File: config.mk
export PLATFORM = sky130hd
export DESIGN_NAME = led_driver_chain_serializer
export DESIGN_NICKNAME = d
export VERILOG_FILES = /design/src/rtl/ldcs_pkg.sv /design/src/rtl/ldcs_front.sv /design/src/rtl/ldcs_queue.sv /design/src/rtl/ldcs_back.sv /design/src/rtl/led_driver_chain_serializer.sv
export SDC_FILE = /design/constraint.sdc
export NUM_CORES = 1
export LEC_CHECK = 0
export ABC_AREA = 1
export ABC_CLOCK_PERIOD_IN_PS = 2400
export BUFFER_PORTS_ARGS = -buffer_cell sky130_fd_sc_hd__buf_4
export CAP_MARGIN = 30
export CORE_UTILIZATION = 50
export DETAILED_ROUTE_END_ITERATION = 10
export PLACE_DENSITY_LB_ADDON = 0.3
export SETUP_SLACK_MARGIN = 0.5
export SYNTH_ARGS = -nofsm -noshare
export SYNTH_HDL_FRONTEND = slang
export SYNTH_SLANG_ARGS = --single-unit
File: constraint.sdc
create_clock -name clk -period 2.4 [get_ports clk]
set_input_delay 0.48 -clock clk [delete_from_list [all_inputs] [get_ports clk]]
set_output_delay 0.48 -clock clk [all_outputs]
set_load 0.02 [all_outputs]
File: src/rtl/ldcs_pkg.sv
// shared constants, types and register codes for the led driver chain serializer
package ldcs_pkg;

    localparam int CHAIN_LENGTH    = 4;
    localparam int WORD_BITS       = 16;
    localparam int BIT_W           = 4;
    localparam int TOTAL_BITS      = CHAIN_LENGTH * WORD_BITS;
    localparam int TOTAL_W         = $clog2(TOTAL_BITS);
    localparam int WORD_IDX_W      = (CHAIN_LENGTH > 1) ? $clog2(CHAIN_LENGTH) : 1;
    localparam int CHIP_W          = 3;
    localparam int QUEUE_DEPTH     = 2;
    localparam int QPTR_W          = 1;
    localparam int QCNT_W          = 2;

    localparam logic [7:0] REG_NOOP        = 8'h00;
    localparam logic [7:0] REG_INTENSITY   = 8'h0A;
    localparam logic [7:0] REG_SHUTDOWN    = 8'h0C;
    localparam logic [7:0] REG_TEST        = 8'h0F;
    localparam logic [7:0] INTENSITY_LIMIT = 8'd16;

    typedef struct packed {
        logic [WORD_IDX_W-1:0] target_word;
        logic [WORD_BITS-1:0]  value;
    } frame_entry_t;

endpackage

File: src/rtl/ldcs_front.sv
// front stage: accepts register writes, drops invalid ones, builds frame entries
module ldcs_front
(
    input  logic                         clk,
    input  logic                         rst_n,
    input  logic                         in_valid,
    output logic                         in_ready,
    input  logic [ldcs_pkg::CHIP_W-1:0]  chip_index,
    input  logic [7:0]                   reg_addr,
    input  logic [7:0]                   data_byte,
    output logic                         ent_valid,
    input  logic                         ent_ready,
    output ldcs_pkg::frame_entry_t       ent
);

    logic                   ent_valid_reg;
    logic                   ent_valid_next;
    ldcs_pkg::frame_entry_t ent_reg;
    ldcs_pkg::frame_entry_t ent_next;
    logic                   accept;
    logic                   in_chain;
    logic                   allowed;

    assign in_ready = !ent_valid_reg || ent_ready;
    assign accept   = in_valid && in_ready;

    always_comb
    begin
        in_chain = ({1'b0, chip_index} < 4'(ldcs_pkg::CHAIN_LENGTH));
        allowed  = 1'b1;
        if ((reg_addr == ldcs_pkg::REG_SHUTDOWN || reg_addr == ldcs_pkg::REG_TEST)
            && data_byte > 8'd1)
        begin
            allowed = 1'b0;
        end
        if (reg_addr == ldcs_pkg::REG_INTENSITY && data_byte >= ldcs_pkg::INTENSITY_LIMIT)
        begin
            allowed = 1'b0;
        end
    end

    always_comb
    begin
        ent_valid_next = ent_valid_reg && !ent_ready;
        ent_next       = ent_reg;
        if (accept)
        begin
            ent_valid_next       = in_chain && allowed;
            ent_next.target_word = ldcs_pkg::WORD_IDX_W'(
                4'(ldcs_pkg::CHAIN_LENGTH - 1) - {1'b0, chip_index});
            ent_next.value       = {reg_addr, data_byte};
        end
    end

    always_ff @(posedge clk or negedge rst_n)
    begin
        if (!rst_n)
        begin
            ent_valid_reg <= 1'b0;
        end
        else
        begin
            ent_valid_reg <= ent_valid_next;
        end
    end

    always_ff @(posedge clk)
    begin
        ent_reg <= ent_next;
    end

    assign ent_valid = ent_valid_reg;
    assign ent       = ent_reg;

endmodule

File: src/rtl/ldcs_queue.sv
// two-entry queue between the front and back stages
module ldcs_queue
(
    input  logic                   clk,
    input  logic                   rst_n,
    input  logic                   push_valid,
    output logic                   push_ready,
    input  ldcs_pkg::frame_entry_t push_ent,
    output logic                   pop_valid,
    input  logic                   pop_ready,
    output ldcs_pkg::frame_entry_t pop_ent
);

    ldcs_pkg::frame_entry_t          mem_reg [ldcs_pkg::QUEUE_DEPTH];
    logic [ldcs_pkg::QPTR_W-1:0]     wr_ptr_reg;
    logic [ldcs_pkg::QPTR_W-1:0]     wr_ptr_next;
    logic [ldcs_pkg::QPTR_W-1:0]     rd_ptr_reg;
    logic [ldcs_pkg::QPTR_W-1:0]     rd_ptr_next;
    logic [ldcs_pkg::QCNT_W-1:0]     count_reg;
    logic [ldcs_pkg::QCNT_W-1:0]     count_next;
    logic                            do_push;
    logic                            do_pop;

    assign push_ready = (count_reg != ldcs_pkg::QCNT_W'(ldcs_pkg::QUEUE_DEPTH));
    assign pop_valid  = (count_reg != '0);
    assign do_push    = push_valid && push_ready;
    assign do_pop     = pop_valid && pop_ready;
    assign pop_ent    = mem_reg[rd_ptr_reg];

    always_comb
    begin
        wr_ptr_next = do_push ? wr_ptr_reg + 1'b1 : wr_ptr_reg;
        rd_ptr_next = do_pop ? rd_ptr_reg + 1'b1 : rd_ptr_reg;
        count_next  = count_reg;
        if (do_push && !do_pop)
        begin
            count_next = count_reg + 1'b1;
        end
        else if (do_pop && !do_push)
        begin
            count_next = count_reg - 1'b1;
        end
    end

    always_ff @(posedge clk or negedge rst_n)
    begin
        if (!rst_n)
        begin
            wr_ptr_reg <= '0;
            rd_ptr_reg <= '0;
            count_reg  <= '0;
        end
        else
        begin
            wr_ptr_reg <= wr_ptr_next;
            rd_ptr_reg <= rd_ptr_next;
            count_reg  <= count_next;
        end
    end

    always_ff @(posedge clk)
    begin
        if (do_push)
        begin
            mem_reg[wr_ptr_reg] <= push_ent;
        end
    end

endmodule

File: src/rtl/ldcs_back.sv
// back stage: shifts each frame entry out one bit per beat
module ldcs_back
(
    input  logic                   clk,
    input  logic                   rst_n,
    input  logic                   ent_valid,
    output logic                   ent_ready,
    input  ldcs_pkg::frame_entry_t ent,
    output logic                   out_valid,
    input  logic                   out_ready,
    output logic                   bit_value,
    output logic                   frame_start,
    output logic                   last
);

    localparam logic [ldcs_pkg::TOTAL_W-1:0] LAST_CNT =
        ldcs_pkg::TOTAL_W'(ldcs_pkg::TOTAL_BITS - 1);

    logic                            busy_reg;
    logic                            busy_next;
    logic [ldcs_pkg::TOTAL_W-1:0]    cnt_reg;
    logic [ldcs_pkg::TOTAL_W-1:0]    cnt_next;
    ldcs_pkg::frame_entry_t          cur_reg;
    ldcs_pkg::frame_entry_t          cur_next;
    logic                            out_valid_reg;
    logic                            out_valid_next;
    logic                            bit_reg;
    logic                            bit_next;
    logic                            start_reg;
    logic                            start_next;
    logic                            last_reg;
    logic                            last_next;
    logic                            advance;
    logic                            emit;
    ldcs_pkg::frame_entry_t          sel;
    logic [ldcs_pkg::TOTAL_W-1:0]    sel_cnt;
    logic [ldcs_pkg::WORD_IDX_W-1:0] sel_word;
    logic [ldcs_pkg::BIT_W-1:0]      sel_bit;

    assign advance   = !out_valid_reg || out_ready;
    assign emit      = advance && (busy_reg || ent_valid);
    assign ent_ready = advance && !busy_reg;

    always_comb
    begin
        sel      = busy_reg ? cur_reg : ent;
        sel_cnt  = busy_reg ? cnt_reg : '0;
        sel_word = ldcs_pkg::WORD_IDX_W'(sel_cnt >> ldcs_pkg::BIT_W);
        sel_bit  = 4'(ldcs_pkg::WORD_BITS - 1) - sel_cnt[ldcs_pkg::BIT_W-1:0];

        busy_next      = busy_reg;
        cnt_next       = cnt_reg;
        cur_next       = cur_reg;
        out_valid_next = out_valid_reg && !out_ready;
        bit_next       = bit_reg;
        start_next     = start_reg;
        last_next      = last_reg;
        if (emit)
        begin
            out_valid_next = 1'b1;
            bit_next       = (sel_word == sel.target_word) ? sel.value[sel_bit] : 1'b0;
            start_next     = (sel_cnt == '0);
            last_next      = (sel_cnt == LAST_CNT);
            busy_next      = (sel_cnt != LAST_CNT);
            cnt_next       = sel_cnt + 1'b1;
            cur_next       = sel;
        end
    end

    always_ff @(posedge clk or negedge rst_n)
    begin
        if (!rst_n)
        begin
            busy_reg      <= 1'b0;
            cnt_reg       <= '0;
            out_valid_reg <= 1'b0;
        end
        else
        begin
            busy_reg      <= busy_next;
            cnt_reg       <= cnt_next;
            out_valid_reg <= out_valid_next;
        end
    end

    always_ff @(posedge clk)
    begin
        cur_reg   <= cur_next;
        bit_reg   <= bit_next;
        start_reg <= start_next;
        last_reg  <= last_next;
    end

    assign out_valid   = out_valid_reg;
    assign bit_value   = bit_reg;
    assign frame_start = start_reg;
    assign last        = last_reg;

endmodule

File: src/rtl/led_driver_chain_serializer.sv
// top level of the led driver chain serializer
//
// channel   dir  tdata fields (low bit up)                      tlast
// s_axis    in   chip_index[2:0] reg_addr[10:3] data_byte[18:11] -
// m_axis    out  bit_value[0] frame_start[1]                    last
//
// a valid write gives CHAIN_LENGTH*16 beats, one per cycle unless m_axis_tready stalls,
// set by the back bit counter; frames go back to back; a dropped write gives no beats
// reset clears the queue, the counter and the output valid
// the two-entry queue lets writes be taken while a frame is still shifting out
module led_driver_chain_serializer
(
    input  logic        clk,
    input  logic        rst_n,
    input  logic        s_axis_tvalid,
    output logic        s_axis_tready,
    input  logic [23:0] s_axis_tdata,  // chip_index, reg_addr, data_byte, zero pad
    output logic        m_axis_tvalid,
    input  logic        m_axis_tready,
    output logic [7:0]  m_axis_tdata,  // bit_value, frame_start, zero pad
    output logic        m_axis_tlast
);

    logic                   fq_valid;
    logic                   fq_ready;
    ldcs_pkg::frame_entry_t fq_ent;
    logic                   qb_valid;
    logic                   qb_ready;
    ldcs_pkg::frame_entry_t qb_ent;
    logic                   bit_value;
    logic                   frame_start;

    ldcs_front u_front
    (
        .clk        (clk),
        .rst_n      (rst_n),
        .in_valid   (s_axis_tvalid),
        .in_ready   (s_axis_tready),
        .chip_index (s_axis_tdata[2:0]),
        .reg_addr   (s_axis_tdata[10:3]),
        .data_byte  (s_axis_tdata[18:11]),
        .ent_valid  (fq_valid),
        .ent_ready  (fq_ready),
        .ent        (fq_ent)
    );

    ldcs_queue u_queue
    (
        .clk        (clk),
        .rst_n      (rst_n),
        .push_valid (fq_valid),
        .push_ready (fq_ready),
        .push_ent   (fq_ent),
        .pop_valid  (qb_valid),
        .pop_ready  (qb_ready),
        .pop_ent    (qb_ent)
    );

    ldcs_back u_back
    (
        .clk         (clk),
        .rst_n       (rst_n),
        .ent_valid   (qb_valid),
        .ent_ready   (qb_ready),
        .ent         (qb_ent),
        .out_valid   (m_axis_tvalid),
        .out_ready   (m_axis_tready),
        .bit_value   (bit_value),
        .frame_start (frame_start),
        .last        (m_axis_tlast)
    );

    assign m_axis_tdata = {6'b0, frame_start, bit_value};

endmodule
==> flow_summary.json, run 1 <==
{
  "status": "finished, final reports clean",
  "peakVddDrop_v": 0.000554,
  "fin_area_sq_um": 4210,
  "cp_data_arrival_time_ns": 1.95,
  "post_cts_buffers": 0,
  "dp_hpwl_microns": 4260,
  "htreeDepth": 3,
  "numCtsBuffers": 9,
  "worst_slack_ns": 0.686,
  "grt_start_max_net_pins": 29,
  "cp_slowest_stage_delay_ns": 0.38,
  "critPathMaxFanout": 3,
  "postSynthCellCount": 321,
  "yosysTopAreaCell": "edfxtp_1",
  "wl_per_cell_microns": 14.1,
  "drtAntennaViolNets": 0,
  "pre_cts_ws_ns": 0.476,
  "antenna_found_initial": 0,
  "firstDrtPassIters": 4,
  "rsz0062_at_grt": "false",
  "portBuffers": 27,
  "cts_tree": "built",
  "syn_avg_cell_area_sq_um": 11.5,
  "p_leak_nw": 1.68,
  "ios": 39,
  "largest_reg_flops": 36,
  "routed-via-count": 2269,
  "end_kind": "register",
  "place_area_sq_um": 3990,
  "setup_violations": 0,
  "synth_commonest_cells": "edfxtp_1 (75), nand2_1 (72), nand3_1 (27)",
  "fin_cells": 455,
  "fmax_ghz": 0.583,
  "critPathLaunchType": "register",
  "max-slew-margin-rel": 0.529,
  "period_needed_ns": 1.71,
  "root_buffer": "clkbuf_8",
  "crit_path_top_delay_cell": "dfrtp_1",
  "grt_pass1_wl_microns": 10200,
  "globalplace.congestion": 0.772,
  "clock_skew_ns": 0.00957,
  "drc_errors": 0,
  "cap_violations": 0,
  "route.met3.wl_microns": 306,
  "synth-edff-count": 75,
  "synthTopCellsByArea": "edfxtp_1 (61%), dfrtp_1 (8.8%), nand2_1 (7.3%)",
  "hold_viol_final": 0,
  "yosysUniqueCellTypes": 29,
  "hp-class": "in2reg",
  "maxSlewViolCount": 0,
  "yosys_warnings": 0,
  "cp.buffers_inverters": 2,
  "top_layer": "met4",
  "yosysSeqAreaShare": 0.699,
  "grt_use_total": 0.184,
  "syn_to_final_growth_pct": 14.0,
  "worst_skew_pair.late_latency_ns": 0.35,
  "die-height_microns": 87.9,
  "cts.clk_slew.worst_paths_ns": 0.08,
  "synthMostInstantiatedCell": "edfxtp_1",
  "placementRows": 30,
  "cts_buffer_depth": 2,
  "wl_met1_microns": 2710,
  "synth-main-ff-cell": "edfxtp_1",
  "yosys.area.top_type_share": 0.610,
  "insertedDiodeCount": 0,
  "crit_chain": "inv_1 -> o21ai_0 -> inv_1 -> ha_4 -> a21oi_1 -> o21ai_1 -> xor2_1",
  "critPathKind": "reg2reg",
  "ys_async_sr_fraction": 0.148,
  "final_nets": 385,
  "grt-ovfl-total": 0,
  "drtIter0Drc": 140,
  "cp.required_ns": 2.63,
  "wl_met2_microns": 3360,
  "tns_ns": 0,
  "syn_area_sq_um": 3690,
  "powerDensity_nw_per_um2": 1090,
  "die_area_sq_um": 7730,
  "cp_top_family": "compound AO/OA/AOI/OAI gates",
  "ys_ff_latch": 88,
  "coreArea_sq_um": 6940,
  "via_per_inst": 4.99,
  "clock_sinks": 88,
  "tightest_slew_ns": 0.705,
  "path_common_cell": "inv_1",
  "initial_core_util": 0.531,
  "die_w_microns": 87.9,
  "placed_cells": 438,
  "post-route-period-util": 0.714,
  "drive_gt1_frac": 0.170,
  "grt_pass1_vias": 2204,
  "routed_wl_microns": 6410
}
## kinds of logic after synthesis
group,count (synthesis),synth area share
other cells,1,0.00102
flops,88,0.699
compound gates,36,0.0509
buf+inv,41,0.0536
simple gates,146,0.172
fa+ha+maj,3,0.0102
xor+xnor,6,0.0142
## through the flow
step	utilization	hold WS [ns]	total power, mW
after floorplan	-	0.184	3.25
after global placement	0.575	0.336	3.56
after global routing	0.606	0.283	4.87
after detailed placement	0.575	0.338	3.62
final	0.606	0.308	4.59
after CTS	0.605	0.288	4.59
## layout make-up
class	instances	area [sq um]
Clock buffer	9	124
Clock inverter	7	70.1
Fill cell	554	2740
Inverter	24	95.1
Multi-Input combinational cell	197	958
Sequential cell	88	2580
Tap cell	96	120
Timing Repair Buffer	34	258
## power by group
| group | internal (mW) | switching, mW |
|---|---|---|
| sequential | 2.13 | 0.181 |
| combinational | 0.458 | 0.831 |
| clock | 0.479 | 0.508 |
| total | 3.07 | 1.52 |
## per-layer routing
metal  track usage  up-vias
met3        0.0424        6
met2         0.318       57
li1              -     1141
met5             0        -
met1         0.219     1065
met4        0.0835        0
## path summary, 6_finish.rpt
path	startpoint	to	slack (ns)	cells past startpoint
max in group asynchronous	rst_n	u_back.busy_reg	1.69	2
setup / recovery	u_queue.count_reg[1]	u_queue.count_reg[1]	0.69	7
setup reg to reg	u_queue.count_reg[1]	u_queue.count_reg[1]	0.69	7
hold / removal	s_axis_tdata[11]	u_front.ent[0]	0.31	1
min in group asynchronous	rst_n	u_back.cnt_reg[3]	0.51	2
hold reg to reg	u_front.ent[13]	u_queue.mem_reg[0][13]	0.45	0
## timing repair
item,in CTS,in global routing
pin swaps,0,0
setup endpoints to repair,6,9
hold buffers,1,0
endpoints found under the hold margin,13,0
resized for setup,1,3
## layout by cell type, fill, tap and decap left out, types with 3 or more instances in the layout
cell type | Yosys | final
inv_1 | 22 | 22
a21oi_1 | 13 | 13
conb_1 | 1 | 6
nand2_1 | 72 | 70
or2_2 | 7 | 7
and2_1 | 7 | 7
dfrtp_1 | 13 | 11
clkinv_1 | 1 | 3
o21ai_0 | 17 | 16
o21ai_1 | 3 | 4
buf_4 | 10 | 33
nor2_1 | 26 | 26
edfxtp_1 | 75 | 75
nand3_1 | 27 | 27
clkbuf_8 | 0 | 9
xor2_1 | 5 | 5
(Power assumes the default switching activity.)
==> run 2, diff against run 1 <==
--- a/config.mk
+++ b/config.mk
@@ -5,8 +5,8 @@
 export SDC_FILE = /design/constraint.sdc
 export NUM_CORES = 1
 export LEC_CHECK = 0
-export ABC_AREA = 1
-export ABC_CLOCK_PERIOD_IN_PS = 2400
+export ABC_AREA = 0
+export ABC_CLOCK_PERIOD_IN_PS = 1600
 export BUFFER_PORTS_ARGS = -buffer_cell sky130_fd_sc_hd__buf_4
 export CAP_MARGIN = 30
 export CORE_UTILIZATION = 50
==> constraint.sdc (replaced) <==
create_clock -name clk -period 1.6 [get_ports clk]
set_input_delay 0.32 -clock clk [delete_from_list [all_inputs] [get_ports clk]]
set_output_delay 0.32 -clock clk [all_outputs]
set_load 0.02 [all_outputs]
==> run 2 against run 1 <==
Maximum frequency is 7.8% higher. Cell area is 31% higher. Sequential share of layout area is 15 points lower. Sequential cell count stayed put. Largest cell class unchanged.
==> flow_summary.json, run 2 <==
{
  "hp-class": "in2reg",
  "startpoint": "u_back.cur_reg[6]",
  "syn_to_final_growth_pct": 49.6,
  "setup_violations": 0,
  "firstDrtPassIters": 4,
  "synth_commonest_cells": "edfxtp_1 (75), nand2_1 (29), mux2i_1 (21)",
  "clock_sinks": 88,
  "routed_wl_microns": 9010,
  "drtAntennaViolNets": 0,
  "ys_async_sr_fraction": 0.148,
  "hold_ws_ns": 0.132,
  "yosys.area.top_type_share": 0.609,
  "largest_reg_flops": 36,
  "cts.clk_slew.worst_paths_ns": 0.09,
  "critPathKind": "reg2reg",
  "p_leak_nw": 2.10,
  "power.share.clock": 0.154,
  "switching_share": 0.359,
  "cp_data_arrival_time_ns": 1.70,
  "antenna_found_initial": 0,
  "initial_core_util": 0.529,
  "end_kind": "register",
  "critPathMaxFanout": 2,
  "synthTopCellsByArea": "edfxtp_1 (61%), dfrtp_1 (8.8%), mux2i_1 (5.7%)",
  "p_int_mw": 6.12,
  "die_w_microns": 88.0,
  "fillers": 338,
  "syn_area_sq_um": 3700,
  "insertedDiodeCount": 0,
  "clock_skew_ns": 0.0139,
  "switchingPower_mw": 3.43,
  "r2r_start": "u_back.cur_reg[6]",
  "cp.required_ns": 1.71,
  "post-route-period-util": 0.994,
  "yosysUniqueCellTypes": 42,
  "drtIter0Drc": 121,
  "grt_pass1_wl_microns": 11600,
  "die_area_sq_um": 7740,
  "cap_violations": 0,
  "hold_viol_final": 0,
  "final_common_cell": "edfxtp_1",
  "yosysSeqAreaShare": 0.697,
  "ys_ff_latch": 88,
  "globalplace.congestion": 0.782,
  "wl_per_cell_microns": 20.0,
  "worst_skew_pair.late_latency_ns": 0.37,
  "tns_ns": 0,
  "via_per_inst": 5.50,
  "fmax_ghz": 0.629,
  "yosysTopAreaCell": "edfxtp_1",
  "peakVddDrop_v": 0.00109,
  "fin_cells": 451,
  "routed-via-count": 2481,
  "portBuffers": 27,
  "yosys_warnings": 0,
  "period_needed_ns": 1.59,
  "grt_use_total": 0.212,
  "status": "finished, final reports clean",
  "worstHoldStart": "s_axis_tdata[11]",
  "coreArea_sq_um": 6980,
  "grt_pass1_vias": 2336,
  "grt-ovfl-total": 0,
  "maxSlewViolCount": 0,
  "drive_gt1_frac": 0.586,
  "grt_start_max_net_pins": 23,
  "dp_hpwl_microns": 3690,
  "cts_buffer_depth": 2,
  "placed_cells": 380,
  "synth-main-ff-cell": "edfxtp_1",
  "synth-edff-count": 75,
  "rsz0062_at_grt": "true",
  "placementRows": 30,
  "synthMostInstantiatedCell": "edfxtp_1",
  "drc_errors": 0,
  "final_nets": 381,
  "p_comb_frac": 0.451,
  "cts_tree": "built",
  "numCtsBuffers": 9,
  "reg2reg_slack_ns": 0.01,
  "htreeDepth": 3,
  "power_frac_seq": 0.396,
  "ios": 39,
  "mostFrequentLayoutCells": "edfxtp_1 (75), buf_4 (42), buf_6 (29), mux2i_1 (15), nand2_4 (13)",
  "postSynthCellCount": 258,
  "powerDensity_nw_per_um2": 1730,
  "syn_avg_cell_area_sq_um": 14.3,
  "die-height_microns": 88.0,
  "root_buffer": "clkbuf_8",
  "critPathLaunchType": "register"
}
## run 2: timing repair
action | CTS | global route
hold endpoints to repair | 13 | 0
gates resized for setup | 68 | 95
gates cloned | 12 | 1
setup buffers | 30 | 11
hold buffers | 1 | 0
endpoints found under the setup margin | 110 | 112
pin swaps | 10 | 20
## run 2: path summary, 6_finish.rpt
path | endpoint | depth (start not counted)
max | u_back.bit_value | 4
min | u_front.ent[0] | 1
max reg2reg | u_back.bit_value | 4
min reg2reg | u_queue.mem_reg[0][10] | 0
max in group asynchronous | u_back.cnt_reg[2] | 2
min in group asynchronous | u_back.cnt_reg[5] | 2
## run 2: through the flow
| step | power, mW | util | cell area, sq um | worst slack, ns |
|---|---|---|---|---|
| global route | 9.91 | 0.792 | 5530 | -0.0319 |
| global placement | 5.52 | 0.589 | 4110 | 0.0647 |
| floorplan | 5.17 | - | 3830 | 0.0414 |
| CTS | 8.26 | 0.718 | 5010 | 0.0713 |
| finish | 9.55 | 0.792 | 5530 | 0.00988 |
| detailed placement | 5.58 | 0.589 | 4110 | 0.0240 |
## run 2: kinds of logic (layout without fill, tap and decap cells)
kind of cell    Yosys count  count (layout)  synth area share
flops                    88              88             0.697
simple gates             67              73            0.0944
compound gates           40              40            0.0640
buf+inv                  28             114            0.0440
mux                      23              23            0.0701
xor+xnor                  8               8            0.0190
fa+ha+maj                 3               3            0.0102
other cells               1               6           0.00101
## run 2: worst max-delay path: stages (launching register included)
cell and delay [ns]:
edfxtp_1 0.46, mux4_2 0.50, nor2b_4 0.14, nor3_2 0.20
a221oi_2 0.05
## run 2: layer usage
layer / GRT usage / up-vias / share of wire
met2: 0.371 / 103 / 0.53
met1: 0.247 / 1229 / 0.41
li1: - / 1128 / -
met3: 0.0396 / 21 / 0.040
met4: 0.112 / 0 / 0.021
met5: 0 / - / 0
## run 2: area by class of cell
class	instances	area [sq um]	share of cell area
timing repair buffer	89	1040	0.188
sequential	88	2590	0.468
multi-input combinational	153	1550	0.280
clock buffer	9	124	0.0224
clock inverter	7	67.6	0.0122
tap	96	120	0.0217
inverter	9	42.5	0.00770
## run 2: power by group through the flow
stage	sequential (mW)	combinational (mW)	clock [mW]
global route	3.83	4.51	1.57
detailed placement	3.60	1.98	0
finish	3.78	4.30	1.47
global placement	3.59	1.93	0
CTS	3.61	3.20	1.45
floorplan	3.43	1.74	0
==> run 3, diff against run 2 <==
--- a/config.mk
+++ b/config.mk
@@ -9,6 +9,7 @@
 export ABC_CLOCK_PERIOD_IN_PS = 1600
 export BUFFER_PORTS_ARGS = -buffer_cell sky130_fd_sc_hd__buf_4
 export CAP_MARGIN = 30
+export CORE_MARGIN = 4
 export CORE_UTILIZATION = 50
 export DETAILED_ROUTE_END_ITERATION = 10
 export PLACE_DENSITY_LB_ADDON = 0.3
==> run 3 against run 2 <==
Sequential cell count unchanged. Setup slack improved by 0.0029 ns. Global-route usage decreased by 2.9 points. Combinational power decreased by 11%. Sequential power decreased by 2%. Sequential share of layout area increased by 2.3 points. Critical path type unchanged. Clock skew about the same. Worst hold slack got worse by 0.00067 ns. Cell area decreased by 4.8%. Highest routed layer unchanged. Non-clock buffer count decreased by 8.
==> flow_summary.json, run 3 (same netlist as run 2, synthesis figures left out) <==
{
  "status": "finished, final reports clean",
  "rsz0062_at_grt": "true",
  "cts_tree": "built",
  "syn_to_final_growth_pct": 42.3,
  "critPathLaunchType": "register",
  "cp.required_ns": 1.79,
  "placed_cells": 384,
  "hold_ws_ns": 0.131,
  "grt_pass1_wl_microns": 11800,
  "crit_path_top_delay_cell": "dfrtp_2",
  "coreArea_sq_um": 7210,
  "p_leak_nw": 2.01,
  "firstDrtPassIters": 5,
  "grt-ovfl-total": 0,
  "drtAntennaViolNets": 0,
  "peakVddDrop_v": 0.000931,
  "via_per_inst": 5.51,
  "cp.buffers_inverters": 2,
  "htreeDepth": 3,
  "setup_violations": 0,
  "drtIter0Drc": 132,
  "drive_gt1_frac": 0.476,
  "clock_skew_ns": 0.0140,
  "hp-class": "in2reg",
  "routed-via-count": 2456,
  "post-route-period-util": 0.992,
  "cts.clk_slew.worst_paths_ns": 0.10,
  "maxSlewViolCount": 0,
  "grt_use_total": 0.183,
  "worst_skew_pair.late_latency_ns": 0.37,
  "numCtsBuffers": 9,
  "wl_per_cell_microns": 20.2,
  "antenna_found_initial": 0,
  "die-height_microns": 94.0,
  "die_w_microns": 94.0,
  "ios": 39,
  "final_common_cell": "edfxtp_1",
  "critPathKind": "reg2reg",
  "final_nets": 373,
  "powerDensity_nw_per_um2": 1740,
  "initial_core_util": 0.512,
  "cap_violations": 0,
  "dp_hpwl_microns": 3970,
  "crit_chain": "buf_4 -> buf_6 -> a211oi_4 -> nand2b_1 -> a221oi_2",
  "root_buffer": "clkbuf_8",
  "critPathMaxFanout": 8,
  "period_needed_ns": 1.59,
  "clock_sinks": 88,
  "routed_wl_microns": 9030,
  "fmax_ghz": 0.630,
  "portBuffers": 27,
  "die_area_sq_um": 8830,
  "grt_pass1_vias": 2401,
  "globalplace.congestion": 0.746,
  "cp_slowest_stage_delay_ns": 0.49,
  "cp_top_family": "compound AO/OA/AOI/OAI gates",
  "largest_reg_flops": 36,
  "cts_buffer_depth": 2,
  "fin_cells": 446,
  "cp_data_arrival_time_ns": 1.78,
  "grt_start_max_net_pins": 29,
  "hold_viol_final": 0,
  "fillers": 436,
  "end_kind": "register",
  "mostFrequentLayoutCells": "edfxtp_1 (75), buf_4 (43), nand2_1 (26), buf_6 (21), o21ai_1 (16)",
  "drc_errors": 0,
  "placementRows": 31,
  "insertedDiodeCount": 0
}
## run 3: cell count changes in the layout (fill, tap and decap cells not counted), sizes merged
cell      before  now
inv           10   11
buf           87   78
clkinv         2    1
clkbuf        10   12
clkinvlp       4    2
bufinv         0    1
## run 3: final timing paths
| path | startpoint | end | slack, ns | cells after the start |
|---|---|---|---|---|
| setup / recovery | u_back.busy_reg | u_back.bit_value | 0.01 | 5 |
| hold / removal | s_axis_tdata[6] | u_front.ent[11] | 0.13 | 1 |
| setup reg to reg | u_back.busy_reg | u_back.bit_value | 0.01 | 5 |
| hold reg to reg | u_front.ent[3] | u_queue.mem_reg[0][3] | 0.45 | 0 |
| max in group asynchronous | rst_n | u_queue.count_reg[0] | 1.08 | 2 |
| min in group asynchronous | rst_n | u_back.cnt_reg[3] | 0.33 | 2 |
## run 3: what timing repair did
| action | CTS | global route |
|---|---|---|
| hold buffers | 1 | 0 |
| buffers inserted | 23 | 10 |
| gates cloned | 10 | 2 |
| setup endpoints to repair | 110 | 111 |
| pin swaps | 11 | 10 |
| hold endpoints to repair | 13 | 0 |
| resized for setup | 63 | 40 |
## run 3: report_power, final
part	leakage [nW]	internal [mW]	switching, mW
Combinational	1.06	2.11	1.73
Clock	0.0994	0.747	0.853
Sequential	0.851	3.16	0.522
Total	2.01	6.02	3.11
## run 3: metrics by stage
stage / total power, mW / utilization / worst slack (ns) / setup TNS, ns / instance area (sq um)
after floorplan: 5.17 / - / 0.0414 / 0 / 3830
after global placement: 5.58 / 0.573 / 0.0477 / 0 / 4130
after detailed placement: 5.67 / 0.573 / -0.00588 / -0.00588 / 4130
after CTS: 8.29 / 0.684 / 0.0695 / 0 / 4940
after global routing: 9.49 / 0.729 / -0.0228 / -0.137 / 5260
final: 9.13 / 0.729 / 0.0127 / 0 / 5260
## run 3: final cells by class
| class | instances | area, sq um | share of cell area |
|---|---|---|---|
| clock inverter | 6 | 75.1 | 0.0143 |
| multi-input combinational | 153 | 1380 | 0.263 |
| inverter | 9 | 40.0 | 0.00761 |
| clock buffer | 10 | 128 | 0.0243 |
| tap | 99 | 124 | 0.0235 |
| timing repair buffer | 81 | 925 | 0.176 |
| sequential | 88 | 2590 | 0.492 |
## run 3: layer usage
layer  up-vias  global-route usage  share of wire
met2        91               0.322           0.54
met1      1224               0.206           0.39
met3        23              0.0393          0.044
li1       1118                   -              -
met5         -                   0              0
met4         0              0.0987          0.030
